==> config.mk <==
export PLATFORM = sky130hd
export DESIGN_NAME = sscop_cell
export DESIGN_NICKNAME = d
export VERILOG_FILES = /design/src/hdl/sscop_pkg.sv /design/src/hdl/sscop_cell.sv
export SDC_FILE = /design/constraint.sdc
export NUM_CORES = 2
export LEC_CHECK = 0
export BUFFER_PORTS_ARGS = -buffer_cell sky130_fd_sc_hd__buf_4
export CAP_MARGIN = 20
export CORE_MARGIN = 2
export CORE_UTILIZATION = 30
export CTS_CLUSTER_DIAMETER = 60
export DETAILED_ROUTE_END_ITERATION = 16
export GPL_TIMING_DRIVEN = 0
export PLACE_DENSITY_LB_ADDON = 0.05
export SETUP_SLACK_MARGIN = 0.4
export SKIP_LAST_GASP = 1
export SYNTH_ARGS = -nofsm -noshare
export SYNTH_HDL_FRONTEND = slang
export SYNTH_SLANG_ARGS = --single-unit
==> constraint.sdc <==
create_clock -name i_clk -period 15.2 [get_ports i_clk]
set_input_delay 0 -clock i_clk [delete_from_list [all_inputs] [get_ports i_clk]]
set_output_delay 0 -clock i_clk [all_outputs]
set_load 0.01 [all_outputs]
==> src/hdl/sscop_pkg.sv <==
package sscop_pkg;

    localparam int COLORS = 3;
    localparam int PAIRS  = COLORS * COLORS;
    localparam int SUM_W  = 39;
    localparam int SAT_W  = 64;

    typedef logic [1:0] t_color;

    typedef struct packed {
        logic acc_en;
        logic dump;
        logic shift;
    } t_cell_ctl;

    function automatic logic signed [SAT_W-1:0] sat_add(
        input logic signed [SAT_W-1:0] a,
        input logic signed [SAT_W-1:0] b
    );
        logic signed [SAT_W:0] s;
        s = {a[SAT_W-1], a} + {b[SAT_W-1], b};
        if (s[SAT_W] != s[SAT_W-1]) begin
            return s[SAT_W] ? {1'b1, {(SAT_W-1){1'b0}}} : {1'b0, {(SAT_W-1){1'b1}}};
        end
        return s[SAT_W-1:0];
    endfunction

endpackage

==> src/hdl/sscop_cell.sv <==
module sscop_cell #(
    parameter int DW  = 18,
    parameter int AW  = 40,
    parameter bit SAT = 1'b0
) (
    input  logic                                i_clk,
    input  logic                                i_rst_n,
    input  sscop_pkg::t_cell_ctl                i_ctl,
    input  logic signed [DW-1:0]                i_ar,
    input  logic signed [DW-1:0]                i_ai,
    input  logic signed [DW-1:0]                i_br,
    input  logic signed [DW-1:0]                i_bi,
    input  logic signed [sscop_pkg::SUM_W-1:0]  i_nxt_re,
    input  logic signed [sscop_pkg::SUM_W-1:0]  i_nxt_im,
    input  logic                                i_nxt_vld,
    output logic signed [sscop_pkg::SUM_W-1:0]  o_re,
    output logic signed [sscop_pkg::SUM_W-1:0]  o_im,
    output logic                                o_vld
);
    import sscop_pkg::*;

    localparam int PW = 2 * DW;

    logic signed [PW-1:0]    r_prr, r_pii, r_pir, r_pri;
    logic signed [AW-1:0]    r_acc_re, r_acc_im, n_acc_re, n_acc_im;
    logic signed [AW-1:0]    w_base_re, w_base_im;
    logic signed [SUM_W-1:0] w_sat_re, w_sat_im, r_hold_re, r_hold_im;
    logic                    r_vld;

    always_ff @(posedge i_clk) begin
        r_prr <= i_ar * i_br;
        r_pii <= i_ai * i_bi;
        r_pir <= i_ai * i_br;
        r_pri <= i_ar * i_bi;
    end

    assign w_base_re = i_ctl.dump ? '0 : r_acc_re;
    assign w_base_im = i_ctl.dump ? '0 : r_acc_im;

    generate
        if (SAT) begin : g_sat
            always_comb begin
                n_acc_re = w_base_re;
                n_acc_im = w_base_im;
                if (i_ctl.acc_en) begin
                    n_acc_re = sat_add(sat_add(w_base_re, SAT_W'(r_prr)), SAT_W'(r_pii));
                    n_acc_im = sat_add(sat_add(w_base_im, SAT_W'(r_pir)), -SAT_W'(r_pri));
                end
            end
        end else begin : g_exact
            always_comb begin
                n_acc_re = w_base_re;
                n_acc_im = w_base_im;
                if (i_ctl.acc_en) begin
                    n_acc_re = w_base_re + AW'(r_prr) + AW'(r_pii);
                    n_acc_im = w_base_im + AW'(r_pir) - AW'(r_pri);
                end
            end
        end

        if (AW > SUM_W) begin : g_clamp
            logic [AW-SUM_W:0] w_hi_re, w_hi_im;
            assign w_hi_re = r_acc_re[AW-1:SUM_W-1];
            assign w_hi_im = r_acc_im[AW-1:SUM_W-1];
            always_comb begin
                w_sat_re = r_acc_re[SUM_W-1:0];
                w_sat_im = r_acc_im[SUM_W-1:0];
                if (!((&w_hi_re) || !(|w_hi_re))) begin
                    w_sat_re = w_hi_re[AW-SUM_W] ? {1'b1, {(SUM_W-1){1'b0}}}
                                                 : {1'b0, {(SUM_W-1){1'b1}}};
                end
                if (!((&w_hi_im) || !(|w_hi_im))) begin
                    w_sat_im = w_hi_im[AW-SUM_W] ? {1'b1, {(SUM_W-1){1'b0}}}
                                                 : {1'b0, {(SUM_W-1){1'b1}}};
                end
            end
        end else begin : g_ext
            assign w_sat_re = SUM_W'(r_acc_re);
            assign w_sat_im = SUM_W'(r_acc_im);
        end
    endgenerate

    always_ff @(posedge i_clk) begin
        if (!i_rst_n) begin
            r_acc_re <= '0;
            r_acc_im <= '0;
            r_vld    <= 1'b0;
        end else begin
            r_acc_re <= n_acc_re;
            r_acc_im <= n_acc_im;
            if (i_ctl.dump) begin
                r_vld <= 1'b1;
            end else if (i_ctl.shift) begin
                r_vld <= i_nxt_vld;
            end
        end
    end

    always_ff @(posedge i_clk) begin
        if (i_ctl.dump) begin
            r_hold_re <= w_sat_re;
            r_hold_im <= w_sat_im;
        end else if (i_ctl.shift) begin
            r_hold_re <= i_nxt_re;
            r_hold_im <= i_nxt_im;
        end
    end

    assign o_re  = r_hold_re;
    assign o_im  = r_hold_im;
    assign o_vld = r_vld;

endmodule

; Word level (Yosys, flattened, before mapping)
; Index checks and enable logic that the tools add are counted.
[word_totals]
inputBits = 156
output_inout_bits = 79
reg_bits = 303
word_cells = 40
[classes]
muxes = 14
add_sub_neg = 4
multipliers = 4
n_reduce_logical = 9
[ops]
columns = cell, count
row1 = $mux W39, 8
row2 = $mux W40, 4
row3 = $mul A18 B18 Y36, 4
row4 = $add A40 B36 Y40, 3
row5 = $sub A40 B36 Y40, 1
row6 = $reduce_and A2 Y1, 2
row7 = $reduce_or A2 Y1, 2
row8 = $logic_not A1 Y1, 2
row9 = $logic_or A1 B1 Y1, 2
row10 = $mux W1, 2
row11 = $reduce_bool A2 Y1, 1

; Logic depth before layout (Yosys ltp)
[depth]
word_depth = 5
depth_mapped = 27
depth_no_buf = 24

; Least setup slack after synthesis
; Ideal clock, no wire load.
[synth_timing]
path_type = in2reg
startpoint = in i_ar[17]
endpoint = reg r_prr[35]
slack_ps = 9164
cell_stages = 25
t_required_ps = 15064
n_path_buf = 2
t_arrival_ps = 5900
setup_ps = 136
path_cell_list = clkbuf_1 clkbuf_1 nand2_1 inv_1 fa_1 inv_1 fa_1 inv_1 ha_1 inv_1 fa_1 inv_1 fa_1 inv_1 fa_1 inv_1 ha_1 a2111oi_0 o21ai_0 a32oi_1 o311ai_1 o31ai_2 o21ai_1 nor4_1 a311oi_1
[synth_between]
elab_chain_cells = 1
[synth_lines]
columns = element, line
row1 = from (decl), sscop_cell.sv:9  ; input logic signed [DW-1:0] i_ar,
row2 = $mul A18 B18 Y36, sscop_cell.sv:31  ; r_prr <= i_ar * i_br;
row3 = to (signal assigned), sscop_cell.sv:31
row4 = to (decl), sscop_cell.sv:24  ; logic signed [PW-1:0] r_prr, r_pii, r_pir, r_pri;
; Every way passes these cells.
; A chain may end at the register's enable or synchronous reset.

; Worst setup path after layout
[layout_timing]
startpoint = in i_br[0]
endpoint = reg r_pir[33]
[layout_between]
elab_chain_cells = 1
[layout_lines]
columns = element, line
row1 = from (decl), sscop_cell.sv:11  ; input logic signed [DW-1:0] i_br,
row2 = $mul A18 B18 Y36, sscop_cell.sv:33  ; r_pir <= i_ai * i_br;
row3 = to (signal assigned), sscop_cell.sv:33
row4 = to (decl), sscop_cell.sv:24
; Every way passes these cells.

==> qor.csv <==
metric;value;unit
status;finished, final reports clean;
r2r_slack;11350;ps
cp_common_cell;inv_1;
routed_wl;260000;µm
synth_edf_count;78;
gr-total-overflow;0;
start_kind;input pin;
worstMarginPinSlew;1290;ps
synthArstFlopShare;0;%
synth-main-ff-cell;dfxtp_1;
num_io_pins;235;
mostFrequentLayoutCell;inv_1;
grt_max_degree;41;
ys_warn_count;0;
whs;80.1;ps
slowest_delay;920;ps
clock.fmax;116;MHz
grt_pass1_vias;51600;
clk_latency;560;ps
period_needed;8640;ps
syn-cell-area;64800;µm²
cp_max_fo;10;
core.rowCount;170;
antenna_found_initial;78;
dr.pass1.iters;5;
worstPathArrival;9010;ps
r2r_cells;13;
tns;0;ps
place_hpwl;226000;µm
slew_headroom;13.9;%
cts_htree_levels;2;
place.gp.congestion;0.954;
syn_nets;9035;
chipHeight;469;µm
grt_pass1_wl;373000;µm
cp-endpoint;r_pir[33];
finalNetCount;9390;
r2r-end;r_acc_im[39];
cts_tree;done;
start_util;30.2;%
clk_path_buf_depth;3;
synth_seq_cells;303;
coreArea;215000;µm²
die_w;469;µm
setup_viol;0;
slew_violations;0;
crit_path_start;i_br[0];
drt_iter0_markers;2994;
worstPathRequired;15570;ps
area_growth;11.9;%
seq_area_frac_synth;10.6;%
syn_avg_cell_area;9.21;µm²
end_kind;flop;
cts_root_buffer;clkbuf_16;
numCtsBuffers;34;
drv_cap;0;
clock_sinks;303;
nFillCells;22700;
cpMaxStageDelayCell;clkbuf_1;
layout_common_cells;1626 x inv_1, 1395 x fa_1, 763 x nand2_1;
drcViolationCount;0;
ant_nets;0;
hold_path_class;in -> reg;
grt_setup_unrepaired;false;
ctsResizeCount;0;
r2r_start;r_acc_im[16];
synth_cell_types;88;
syn_inst;7032;
drive_above_1_share;5.61;%
route.vias.total;48300;
die_area;220000;µm²
path_class;in -> reg;
wl_per_cell;25.4;µm
port_buffers;185;
clkSlewWorstSetupHoldPaths;60;ps
avgViaCountPerCell;4.70;
grt_use_total;23.9;%
clock_skew;16.0;ps
hold_viol;0;
fin_crit_sh;56.9;%
[worst min path at each step]
stage | startpoint | endpoint | slack, ps | depth (start not counted)
2_1_floorplan | i_rst_n | r_acc_im[3] | 120 | 1
6_report | i_ctl[1] | r_acc_re[39] | 80 | 4
3_5_place_dp | i_rst_n | r_acc_im[3] | 300 | 2
5_1_grt | i_ctl[1] | r_acc_re[39] | 130 | 4
3_3_place_gp | i_rst_n | r_acc_im[4] | 290 | 2
4_1_cts | i_ctl[1] | r_acc_re[39] | 80 | 4
[flip-flops by register name, summed over array words and instances (netlist names)]
register and flops:
o_vld 1, r_prr 36, r_pri 36, r_pii 36
r_pir 36, r_acc_im 40, r_acc_re 40, o_im 39
o_re 39
[repair_timing]
| item | 4_1_cts | 5_1_grt |
|---|---|---|
| endpoints found under the hold margin | 87 | 0 |
| setup buffers | 0 | 0 |
| hold buffers | 88 | 0 |
[layer usage]
| layer | vias to the layer above | GRT usage, % | wire (µm) | part of all wire (%) |
|---|---|---|---|---|
| li1 | 21700 | - | - | - |
| met4 | 18 | 5.92 | 7770 | 3.0 |
| met3 | 231 | 2.53 | 14100 | 5.4 |
| met2 | 1310 | 39.7 | 121000 | 47 |
| met5 | - | 0 | 108 | 0.041 |
| met1 | 25000 | 33.3 | 117000 | 45 |
[final cells by class]
cell class	instances	area (µm²)	share of cell area, %
Antenna cell	18	45.0	0.0621
Buffer	332	1260	1.73
Clock buffer	44	940	1.30
Clock inverter	17	213	0.293
Inverter	1628	6110	8.43
Multi-Input combinational cell	4769	50600	69.8
Sequential cell	303	6850	9.44
Tap cell	2838	3550	4.90
Timing Repair Buffer	319	2920	4.02
[synthesized netlist by cell type (22+ instances only)]
cell,count,area share (%)
xnor2_1,156,2.1
edfxtp_1,78,3.6
o21ai_1,27,0.21
o21bai_1,23,0.27
clkbuf_1,321,1.9
maj3_1,37,0.57
inv_1,1626,9.4
nand2_1,763,4.4
dfxtp_1,225,7.0
and2_1,665,6.4
a21oi_1,220,1.7
nor3_1,37,0.29
ha_1,452,8.7
nand3_1,34,0.26
a21o_1,76,0.88
mux2_2,81,1.4
and3_1,27,0.26
xor2_1,47,0.64
o21ai_0,83,0.64
nand2b_1,40,0.39
a211oi_1,22,0.25
nor2_1,263,1.5
fa_1,1395,43
o21a_1,38,0.44
nor2b_1,51,0.49
[metrics by stage]
stage	util, %	setup slack [ps]	instances	cell area, µm²
finish	33.8	6560	10300	72500
detailed placement	32.8	6400	10100	70400
CTS	33.7	6560	10200	72400
global placement	32.5	5270	10100	69700
global route	33.8	6260	10300	72500
floorplan	-	9160	7032	64800
[cell families after synthesis]
logic type	Yosys count	share of synthesized area, %
muxes	102	1.73
buffers and inverters	1960	11.4
AOI/OAI and AO/OA	637	6.44
xor gates and xnor gates	203	2.74
DFF	303	10.6
and+or+nand+nor	1943	14.7
adders and majority gates	1884	52.4
[worst max-delay path: cells and delay by family]
family          cells  cell delay (ps)
compound gates      5             1700
xor+xnor            1              680
fa+ha+maj           7             3180
buf+inv            10             2690
simple gates        4              680
Power is not shown: default switching activity piles up to over one toggle a cycle in this logic, so the estimate is an artifact.
